### src/design/seven_bit_packet_deframer_assert.svh
// assertion macros shared by the deframer rtl
`ifndef SEVEN_BIT_PACKET_DEFRAMER_ASSERT_SVH
`define SEVEN_BIT_PACKET_DEFRAMER_ASSERT_SVH

// same-cycle implication, checked on every rising clock edge out of reset
`define SBPD_ASSERT_NOW(lbl, clock, rstn, ante, cons) \
	lbl: assert property (@(posedge clock) disable iff (!(rstn)) (ante) |-> (cons)) \
		else $error("sbpd same-cycle check failed");

// next-cycle implication
`define SBPD_ASSERT_NEXT(lbl, clock, rstn, ante, cons) \
	lbl: assert property (@(posedge clock) disable iff (!(rstn)) (ante) |=> (cons)) \
		else $error("sbpd next-cycle check failed");

`endif

### src/design/sbpd_pkg.sv
// types, constants and helpers for the seven-bit packet deframer
`timescale 1ns / 1ps

package sbpd_pkg;

	// largest packet in payload bytes
	localparam int MAX_PACKET_LENGTH = 256;

	// reported length width and its saturation value
	localparam int LEN_W   = 9;
	localparam int LEN_MAX = (1 << LEN_W) - 1;

	// byte counter wide enough for the maximum and for the reported length
	localparam int CNT_RAW = $clog2(MAX_PACKET_LENGTH + 1);
	localparam int CNT_W   = (CNT_RAW > LEN_W) ? CNT_RAW : LEN_W;

	// fill state: bits already gathered, aligned means nothing pending
	localparam int          FILL_W       = 4;
	localparam logic [FILL_W-1:0] FILL_ALIGNED = 4'd8;
	localparam logic [FILL_W-1:0] FILL_START   = 4'd6;
	localparam logic [FILL_W-1:0] FILL_DATA    = 4'd7;

	// line byte kinds by their top bits
	typedef enum logic [1:0] {
		KIND_DATA,
		KIND_START,
		KIND_END
	} kind_t;

	// deframer state carried from item to item
	typedef struct packed {
		logic [7:0]        partial_byte;
		logic [FILL_W-1:0] fill_bits;
		logic [CNT_W-1:0]  byte_count;
		logic              overflowed;
	} state_t;

	// one result item
	typedef struct packed {
		logic [7:0]       out_byte;
		logic             has_byte;
		logic             packet_end;
		logic [LEN_W-1:0] packet_length;
		logic             overflow;
	} result_t;

	// decode the top bits of a line byte
	function automatic kind_t classify(input logic [7:0] b);
		kind_t k;
		case (b[7:6])
			2'b10:   k = KIND_START;
			2'b11:   k = KIND_END;
			default: k = KIND_DATA;
		endcase
		return k;
	endfunction

endpackage

### src/design/seven_bit_packet_deframer.sv
// top level of the seven-bit packet deframer
//
// Input channel: one received line byte per item on rx_byte, handshake
// in_valid / in_stall. Top bits 10 open a packet (six payload bits), top
// bit 0 carries seven bits, top bits 11 close the packet (up to six bits).
// Output channel: out_valid / out_stall with out_byte, has_byte,
// packet_end, packet_length and overflow. A data byte gives a result only
// when it completes a payload byte that fits in the packet; an end byte
// always gives one result carrying the packet length.
// Path: an accepted item is held in the input register, then its result
// goes into the result register fed by the unpack logic.
// Throughput: one item per cycle while in_stall is low; the unpack logic and
// the state update sit in a single stage between the input and result registers.
// Items that give no result move on even while the output is stalled.
// Reset: state returns to aligned with zero count, both registers empty.
// Stall: a held result keeps its fields; an item that would give a new
// result waits in the input register, which then stalls the input side.
`timescale 1ns / 1ps

`include "seven_bit_packet_deframer_assert.svh"

module seven_bit_packet_deframer (
	input  logic                       clk,
	input  logic                       arst_n,
	input  logic                       in_valid,
	output logic                       in_stall,
	input  logic [7:0]                 rx_byte,
	output logic                       out_valid,
	input  logic                       out_stall,
	output logic [7:0]                 out_byte,
	output logic                       has_byte,
	output logic                       packet_end,
	output logic [sbpd_pkg::LEN_W-1:0] packet_length,
	output logic                       overflow
);

	logic              valid_s1;
	logic [7:0]        rx_byte_s1;
	sbpd_pkg::state_t  state_q;
	sbpd_pkg::state_t  state_nxt;
	sbpd_pkg::result_t step_res;
	logic              step_valid;
	logic              adv;
	logic              out_valid_q;
	sbpd_pkg::result_t out_q;

	// unpack logic for the item in the input register
	sbpd_unpack u_unpack (
		.rx_byte   (rx_byte_s1),
		.cur       (state_q),
		.nxt       (state_nxt),
		.res       (step_res),
		.res_valid (step_valid)
	);

	// the item moves on unless it has a result and the output is full and held
	assign adv      = valid_s1 && (!step_valid || !out_valid_q || !out_stall);
	assign in_stall = valid_s1 && !adv;

	// input register
	always_ff @(posedge clk or negedge arst_n) begin
		if (!arst_n) begin
			valid_s1 <= 1'b0;
		end else if (!in_stall) begin
			valid_s1 <= in_valid;
		end
	end

	always_ff @(posedge clk) begin
		if (in_valid && !in_stall) begin
			rx_byte_s1 <= rx_byte;
		end
	end

	// deframer state
	always_ff @(posedge clk or negedge arst_n) begin
		if (!arst_n) begin
			state_q.partial_byte <= 8'h00;
			state_q.fill_bits    <= sbpd_pkg::FILL_ALIGNED;
			state_q.byte_count   <= '0;
			state_q.overflowed   <= 1'b0;
		end else if (adv) begin
			state_q <= state_nxt;
		end
	end

	// result register
	always_ff @(posedge clk or negedge arst_n) begin
		if (!arst_n) begin
			out_valid_q <= 1'b0;
		end else if (adv && step_valid) begin
			out_valid_q <= 1'b1;
		end else if (!out_stall) begin
			out_valid_q <= 1'b0;
		end
	end

	always_ff @(posedge clk) begin
		if (adv && step_valid) begin
			out_q <= step_res;
		end
	end

	assign out_valid     = out_valid_q;
	assign out_byte      = out_q.out_byte;
	assign has_byte      = out_q.has_byte;
	assign packet_end    = out_q.packet_end;
	assign packet_length = out_q.packet_length;
	assign overflow      = out_q.overflow;

	// checks on the deframer logic
	`SBPD_ASSERT_NOW(a_fill_range, clk, arst_n, 1'b1, (state_q.fill_bits != '0) && (state_q.fill_bits <= sbpd_pkg::FILL_ALIGNED))
	`SBPD_ASSERT_NOW(a_data_has_byte, clk, arst_n, out_valid && !packet_end, has_byte)
	`SBPD_ASSERT_NOW(a_byte_counted, clk, arst_n, out_valid && has_byte, packet_length != '0)
	`SBPD_ASSERT_NEXT(a_end_clears, clk, arst_n, adv && step_valid && step_res.packet_end, (state_q.byte_count == '0) && (state_q.fill_bits == sbpd_pkg::FILL_ALIGNED))

endmodule

### src/design/sbpd_unpack.sv
// next-state and result logic for one line byte
`timescale 1ns / 1ps

module sbpd_unpack (
	input  logic [7:0]      rx_byte,
	input  sbpd_pkg::state_t cur,
	output sbpd_pkg::state_t nxt,
	output sbpd_pkg::result_t res,
	output logic            res_valid
);

	logic [sbpd_pkg::FILL_W-1:0] fill_eff;
	logic [2:0]                  fill_m1;
	logic [15:0]                 data_shift;
	logic [7:0]                  data_val;
	logic [7:0]                  end_val;
	logic                        done;
	logic                        room;
	logic [7:0]                  val;
	logic [sbpd_pkg::CNT_W-1:0]  count_new;
	logic                        ovf_new;
	logic                        accepted;
	sbpd_pkg::kind_t             kind;

	// out-of-range fill counts as aligned
	assign fill_eff = (cur.fill_bits == '0 || cur.fill_bits > sbpd_pkg::FILL_ALIGNED)
		? sbpd_pkg::FILL_ALIGNED : cur.fill_bits;
	assign fill_m1  = 3'(fill_eff - 4'd1);
	assign kind     = sbpd_pkg::classify(rx_byte);

	// data byte: seven bits split across the current and next payload byte
	assign data_shift = {rx_byte, 8'h00} >> fill_m1;
	assign data_val   = cur.partial_byte | 8'({1'b0, rx_byte[6:0]} >> fill_m1);

	// end byte: six trailing bits below the filled ones
	assign end_val = cur.partial_byte | 8'({rx_byte[5:0], 2'b00} >> fill_eff);

	// completion, length limit and byte counting
	assign done = (kind == sbpd_pkg::KIND_END) ? (fill_eff != sbpd_pkg::FILL_ALIGNED)
		: ((kind == sbpd_pkg::KIND_DATA) && (fill_eff != sbpd_pkg::FILL_ALIGNED));
	assign room      = cur.byte_count < sbpd_pkg::CNT_W'(sbpd_pkg::MAX_PACKET_LENGTH);
	assign accepted  = done && room;
	assign ovf_new   = cur.overflowed || (done && !room);
	assign count_new = accepted ? cur.byte_count + sbpd_pkg::CNT_W'(1) : cur.byte_count;
	assign val       = (kind == sbpd_pkg::KIND_END) ? end_val : data_val;

	// result fields
	always_comb begin
		res.out_byte      = accepted ? val : 8'h00;
		res.has_byte      = accepted;
		res.packet_end    = (kind == sbpd_pkg::KIND_END);
		res.packet_length = (count_new > sbpd_pkg::CNT_W'(sbpd_pkg::LEN_MAX))
			? sbpd_pkg::LEN_W'(sbpd_pkg::LEN_MAX) : sbpd_pkg::LEN_W'(count_new);
		res.overflow      = ovf_new;
		res_valid         = (kind == sbpd_pkg::KIND_END) || accepted;
	end

	// next state
	always_comb begin
		nxt = cur;
		case (kind)
			sbpd_pkg::KIND_START: begin
				nxt.partial_byte = {rx_byte[5:0], 2'b00};
				nxt.fill_bits    = sbpd_pkg::FILL_START;
				nxt.byte_count   = '0;
				nxt.overflowed   = 1'b0;
			end
			sbpd_pkg::KIND_END: begin
				nxt.partial_byte = 8'h00;
				nxt.fill_bits    = sbpd_pkg::FILL_ALIGNED;
				nxt.byte_count   = '0;
				nxt.overflowed   = 1'b0;
			end
			sbpd_pkg::KIND_DATA: begin
				if (fill_eff == sbpd_pkg::FILL_ALIGNED) begin
					nxt.partial_byte = {rx_byte[6:0], 1'b0};
					nxt.fill_bits    = sbpd_pkg::FILL_DATA;
				end else begin
					nxt.partial_byte = data_shift[7:0];
					nxt.fill_bits    = (fill_eff == 4'd1) ? sbpd_pkg::FILL_ALIGNED
						: fill_eff - 4'd1;
					nxt.byte_count   = count_new;
					nxt.overflowed   = ovf_new;
				end
			end
			default: begin
				nxt = cur;
			end
		endcase
	end

endmodule
### config.mk
export PLATFORM = sky130hd
export DESIGN_NAME = seven_bit_packet_deframer
export DESIGN_NICKNAME = d
export VERILOG_FILES = /design/src/design/sbpd_pkg.sv /design/src/design/seven_bit_packet_deframer.sv /design/src/design/sbpd_unpack.sv
export VERILOG_INCLUDE_DIRS = /design/src /design/src/design
export SDC_FILE = /design/constraint.sdc
export NUM_CORES = 1
export LEC_CHECK = 0
export BUFFER_PORTS_ARGS = -buffer_cell sky130_fd_sc_hd__buf_2
export CAP_MARGIN = 25
export CORE_MARGIN = 3
export CORE_UTILIZATION = 55
export CTS_BUF_LIST = sky130_fd_sc_hd__clkbuf_8
export DETAILED_ROUTE_END_ITERATION = 16
export PLACE_DENSITY = 0.74
export SYNTH_ARGS = -nofsm -noshare
export SYNTH_HDL_FRONTEND = slang
export SYNTH_HIERARCHICAL = 1
export SYNTH_SLANG_ARGS = --single-unit
### constraint.sdc
create_clock -name clk -period 5.3 [get_ports clk]
set_input_delay 0.795 -clock clk [delete_from_list [all_inputs] [get_ports clk]]
set_output_delay 0.795 -clock clk [all_outputs]
set_load 0.02 [all_outputs]
### After elaboration in Yosys (flattened, before gate mapping)

Cells that the tools add are included.

| word-level totals | value |
|---|---|
| bits in registers | 52 |
| bits of input ports | 12 |
| logic and storage cells | 65 |

| cells by class | value |
|---|---|
| $add $sub $neg | 2 |
| order comparisons | 3 |
| equal/unequal tests | 9 |
| shift-type cells | 3 |
| muxes and demuxes | 11 |
| bitwise gates (word level) | 2 |
| reduce and logical (&&, ||, !) cells | 23 |

Operator list:

| operator | count |
|---|---|
| $pmux W22 S3 | 1 |
| $or A8 B8 Y8 | 2 |
| $shr A16 B3 Y8 | 1 |
| $mux W12 | 1 |
| $mux W10 | 1 |
| $add A9 B1 Y9 const B | 1 |
| $gt A9 B9 Y1 const B | 1 |
| $lt A9 B9 Y1 const B | 1 |
| $mux W9 | 1 |
| $mux W4 | 2 |
| $mux W8 | 1 |
| $shr A7 B3 Y8 | 1 |
| $shr A8 B4 Y8 | 1 |
| $logic_and A1 B1 Y1 | 7 |
| $eq A2 B2 Y1 const B | 3 |
| $logic_not A1 Y1 | 6 |
| $logic_or A1 B1 Y1 | 5 |
| $eq A4 B1 Y1 const B | 1 |
| $eq A4 B4 Y1 const B | 1 |
| $gt A4 B4 Y1 const B | 1 |
| $logic_not A4 Y1 | 1 |
| $ne A4 B4 Y1 const B | 1 |
| $pmux W2 S2 | 1 |
| $sub A4 B1 Y4 const B | 1 |
| 8 further kinds | 10 |

### Depth between registers and ports, before layout

| logic depth | value |
|---|---|
| word-level depth | 16 |
| depth in mapped cells | 12 |
| gate-level depth less buffers | 10 |

### By module

Netlist, hierarchy kept.

By module, submodules not included:

| module | times used | cells each | area an instance (um^2) | seq. area each (um^2) |
|---|---|---|---|---|
| seven_bit_packet_deframer | 1 | 165 | 2213.4 | 1442.6 |
| sbpd_unpack | 1 | 199 | 1303.8 | 0.0 |

### Least setup slack after synthesis

No wires, ideal clock.

| path | value |
|---|---|
| path kind | register to register |
| start | register state_q[13] in the netlist's numbering |
| end | register out_q, in the netlist has_byte (enable) |
| arrival time | 2904 ps |
| required time | 4896 ps |
| slack | 1992 ps |
| stages on the path, launching flop included | 13 |
| buffers on the path | 4 |
| clock period less this slack | 3308 ps |
| cell sequence | dfstp_2 buf_4 nor2b_4 buf_8 inv_6 ha_1 o21ai_2 nand2_4 nand2_1 buf_2 buf_2 nand2_1 a21oi_1 |

| between the ends | value |
|---|---|
| longest elaborated chain between the ends | 13 |
| elaborated cells on any way between the ends | 14 |
| those cells by class | order compare (1); eq/ne (1); mux (2); reduce/logical (10) |

Ends and longest elaborated chain:

| element | RTL line | source |
|---|---|---|
| from (decl) | seven_bit_packet_deframer.sv:39 | `sbpd_pkg::state_t state_q;` |
| from (signal assigned) | seven_bit_packet_deframer.sv:83 | `state_q <= state_nxt;` |
| $gt A4 B4 Y1 / $logic_not A4 Y1 (equally long branches) | sbpd_unpack.sv:26 | `assign fill_eff = (cur.fill_bits == '0 \|\| cur.fill_bits > sbpd_pkg::FILL_ALIGNED)` |
| $logic_or A1 B1 Y1 | sbpd_unpack.sv:26 |  |
| $mux W4 * | sbpd_unpack.sv:27 | `? sbpd_pkg::FILL_ALIGNED : cur.fill_bits;` |
| $ne A4 B4 Y1 * | sbpd_unpack.sv:39, sbpd_unpack.sv:40 |  |
| $logic_and A1 B1 Y1 | sbpd_unpack.sv:40 | `: ((kind == sbpd_pkg::KIND_DATA) && (fill_eff != sbpd_pkg::FILL_ALIGNED));` |
| $mux W1 * | sbpd_unpack.sv:39 | `assign done = (kind == sbpd_pkg::KIND_END) ? (fill_eff != sbpd_pkg::FILL_ALIGNED)` |
| $logic_and A1 B1 Y1 * | sbpd_unpack.sv:42 | `assign accepted = done && room;` |
| $logic_or A1 B1 Y1 * | sbpd_unpack.sv:55 | `res_valid = (kind == sbpd_pkg::KIND_END) \|\| accepted;` |
| net step_valid | seven_bit_packet_deframer.sv:42 | `logic step_valid;` |
| $logic_not A1 Y1 | seven_bit_packet_deframer.sv:57 | `assign adv = valid_s1 && (!step_valid \|\| !out_valid_q \|\| !out_stall);` |
| $logic_or A1 B1 Y1 (2 in series) | seven_bit_packet_deframer.sv:57 |  |
| $logic_and A1 B1 Y1 | seven_bit_packet_deframer.sv:57 |  |
| $logic_and A1 B1 Y1 * | seven_bit_packet_deframer.sv:99 | `if (adv && step_valid) begin` |
| to (signal assigned) | seven_bit_packet_deframer.sv:100 | `out_q <= step_res;` |
| to (decl) | seven_bit_packet_deframer.sv:45 | `sbpd_pkg::result_t out_q;` |

The timed path passes the listed nets; every way through them passes the cells marked *.
A chain may end at the register's enable or synchronous reset.

### Final worst setup path

| path | value |
|---|---|
| start | register state_q[10] in the netlist's numbering |
| end | output in_stall |

| between the ends | value |
|---|---|
| longest elaborated chain between the ends | 14 |
| elaborated cells on any way between the ends | 15 |
| those cells by class | order compare (1); eq/ne (1); mux (2); reduce/logical (11) |

Ends and longest elaborated chain:

| element | RTL line | source |
|---|---|---|
| $gt A4 B4 Y1 / $logic_not A4 Y1 (equally long branches) | sbpd_unpack.sv:26 |  |
| $logic_or A1 B1 Y1 | sbpd_unpack.sv:26 |  |
| $mux W4 * | sbpd_unpack.sv:27 |  |
| $ne A4 B4 Y1 * | sbpd_unpack.sv:39, sbpd_unpack.sv:40 |  |
| $logic_and A1 B1 Y1 | sbpd_unpack.sv:40 |  |
| $mux W1 * | sbpd_unpack.sv:39 |  |
| $logic_and A1 B1 Y1 * | sbpd_unpack.sv:42 |  |
| $logic_or A1 B1 Y1 * | sbpd_unpack.sv:55 |  |
| net step_valid | seven_bit_packet_deframer.sv:42 |  |
| $logic_not A1 Y1 * | seven_bit_packet_deframer.sv:57 |  |
| $logic_or A1 B1 Y1 * (2 in series) | seven_bit_packet_deframer.sv:57 |  |
| $logic_and A1 B1 Y1 * | seven_bit_packet_deframer.sv:57 |  |
| $logic_not A1 Y1 * | seven_bit_packet_deframer.sv:58 | `assign in_stall = valid_s1 && !adv;` |
| $logic_and A1 B1 Y1 * | seven_bit_packet_deframer.sv:58 |  |
| to (decl) | seven_bit_packet_deframer.sv:26 | `output logic in_stall,` |

Marked as above.

==> reports/qor.txt <==
First-pass GRT wire length - 14000 µm
ANT cells - 0
Largest family of logic cells by synthesized area - simple AND/OR/NAND/NOR gates
DRT Wirelength - 8320 µm
Final Max Slew Viols - 0
Die area - 7390 µm²
Io pins - 34
Synth Area in Compound Gates - 0.178
Routed len/inst - 18.7 µm
Share of the clock period used by the worst path - 0.752
Die H - 86.0 µm
Synth Register Bits - 52
H-tree depth - 2
Worst setup EP type - output pin
CTS Buffer Depth - 2
Number of synthesized flops with an enable pin - 28
Synth async-reset ratio - 0.462
Area occupied by registers - 1440 µm²
P&R area growth vs syn - 4.66%
Input/output buffers - 33
Post-synthesis mux area share - 0.0637
Iteration-0 DRC Markers - 403
Post-cts resize count - 0
Vias per cell - 6.44
Post-Synth Simple-Gate Area - 0.240
CP Launch Type - flop
Post-CTS Setup Repair Bufs - 0
Hold WC Path Type - primary input to async pin
Tmin final - 3.98 ns
CP max FO - 16
Total CTS buffers - 5
Clk sink count - 52
Root buf cell - clkbuf_8
Headroom to the max-slew limit - 0.379
Total power - 2250 µW
TNS Setup - 0 ns
Gr usage total - 0.237
Clk Latency, worst-skew pair - 0.31 ns
DP HPWL - 5700 µm
PwrDens - 610 nW/µm²
Status - finished clean
CTS tree - built
Yosys warning count - 6
Clock transition at the registers of the reported paths - 0.10 ns
Hold buffers post-CTS - 0
Least-Margin Pin Slew - 0.932 ns
Chip width - 86.0 µm
Vias in the first global route - 2707
Routed vias - 2866
WP data required - 4.51 ns
Max VDD drop - 396 µV
Seq/Total Area, Yosys - 0.410
Drt first pass iters - 5
Cells after Synth - 364
Setup violators final - 0
Fmax - 0.251 GHz
Synth Area in Adders - 0.0107
Final nets - 384
Grt ovf - 0
Largest net degree at the start of global routing - 36
Synthesized area per cell - 9.66 µm²
Leading cell type in the layout, fill and taps excluded - nand2_1
Fill cell count - 539
GP Congestion - 0.929
Placeable Area - 6060 µm²
Std-Cell Rows - 28
Multi-input gate area - 1830 µm²
Leak - 0.00153 µW
Worst EP arrival - 3.19 ns
Syn Nets - 379
Remaining DRCs - 0
Share of cells above drive strength 1 - 0.222
Setup Skew - 0.0162 ns
Setup CP Type - flop to output pin
Area share of xor/xnor cells in the synthesized design - 0.0249
Maxcap violations - 0
Area of the mapped netlist - 3520 µm²
Starting Density - 0.580
Post-route ant nets - 0
Commonest cells after routing, fill and taps aside - nand2_1, buf_2, nand2b_1, edfxtp_1, nand4_1
Synth unique cells - 62
Initial antenna violation count - 0
Final Hold Violating Endpoints - 0
Unrepaired setup endpoints after global routing - no
Ys flop type - edfxtp_1
[worst paths after layout]
kind	start	end	slack, ns	cells after the start
setup / recovery	state_q[10]	in_stall	1.32	9
hold / removal	arst_n	state_q[19]	0.49	1
setup reg to reg	state_q[10]	packet_length[3]	1.66	9
hold reg to reg	state_q[21]	state_q[21]	0.52	2
max in group asynchronous	arst_n	valid_s1	4.39	1
min in group clk	state_q[21]	state_q[21]	0.52	2
[sequential cells by signal, summed over array words and instances, names as in the netlist]
signal	flops
has_byte	1
out_byte	8
out_valid	1
overflow	1
packet_end	1
packet_length	9
rx_byte_s1	8
state_q	22
valid_s1	1
[critical path, cell delays in order, from the launching register on]
cell and delay (ns):
dfrtp_1 0.66, nor2b_4 0.48, inv_6 0.10, ha_1 0.28, o21ai_2 0.21, nand2_4 0.17
nand2_1 0.50, nand4_1 0.23, inv_1 0.09, buf_2 0.16
[power by group]
group	total [µW]	switching, µW	internal (µW)
sequential	772	168	603
clock	227	134	92.6
combinational	1250	768	479
[through the flow]
step	setup WS (ns)	hold WS, ns	cell area [µm²]	utilization	instances
2_1_floorplan	1.99	0.479	3520	-	364
3_3_place_gp	1.74	0.499	3580	0.591	436
3_5_place_dp	1.53	0.503	3580	0.591	436
4_1_cts	1.36	0.501	3670	0.605	444
5_1_grt	1.04	0.510	3680	0.607	445
6_report	1.32	0.488	3680	0.607	445
[cell type report]
type                       count  area share
multi-input combinational    266       0.497
inverter                       7     0.00850
sequential                    52       0.392
timing repair buffer          37      0.0540
clock inverter                 3     0.00476
tap                           75      0.0255
clock buffer                   5      0.0187
[cell usage after synthesis (all sizes together) (2+ instances only)]
master / number / area (µm²)
nand2: 45 / 176
buf: 28 / 178
edfxtp: 28 / 841
nand2b: 28 / 175
o211ai: 26 / 295
nand4: 24 / 150
dfrtp: 23 / 576
nor2: 21 / 81.3
a21oi: 13 / 65.1
nor2b: 13 / 88.8
clkbuf: 11 / 41.3
mux2i: 11 / 123
nor3: 8 / 40.0
o21ai: 8 / 43.8
xnor2: 8 / 70.1
and3: 7 / 48.8
inv: 7 / 31.3
nand3: 7 / 35.0
mux2: 5 / 56.3
a221oi: 4 / 35.0
a21o: 3 / 22.5
ha: 3 / 37.5
a22oi: 2 / 15.0
a311oi: 2 / 17.5
mux4: 2 / 45.0
nor4: 2 / 12.5
o22ai: 2 / 12.5
o31ai: 2 / 15.0
xor2: 2 / 17.5
[layer usage]
layer | up-vias | share of wire | track usage
li1 | 1338 | - | -
met1 | 1383 | 0.46 | 0.351
met2 | 134 | 0.46 | 0.357
met3 | 11 | 0.074 | 0.0500
met4 | 0 | 0.010 | 0.0532
met5 | - | 0 | 0
[kinds of logic after synthesis]
group / count (synthesis)
buf+inv: 46
compound gates: 74
xor+xnor: 10
other cells: 1
fa+ha+maj: 3
simple gates: 160
flops: 52
mux: 18
(Power assumes the default switching activity.)
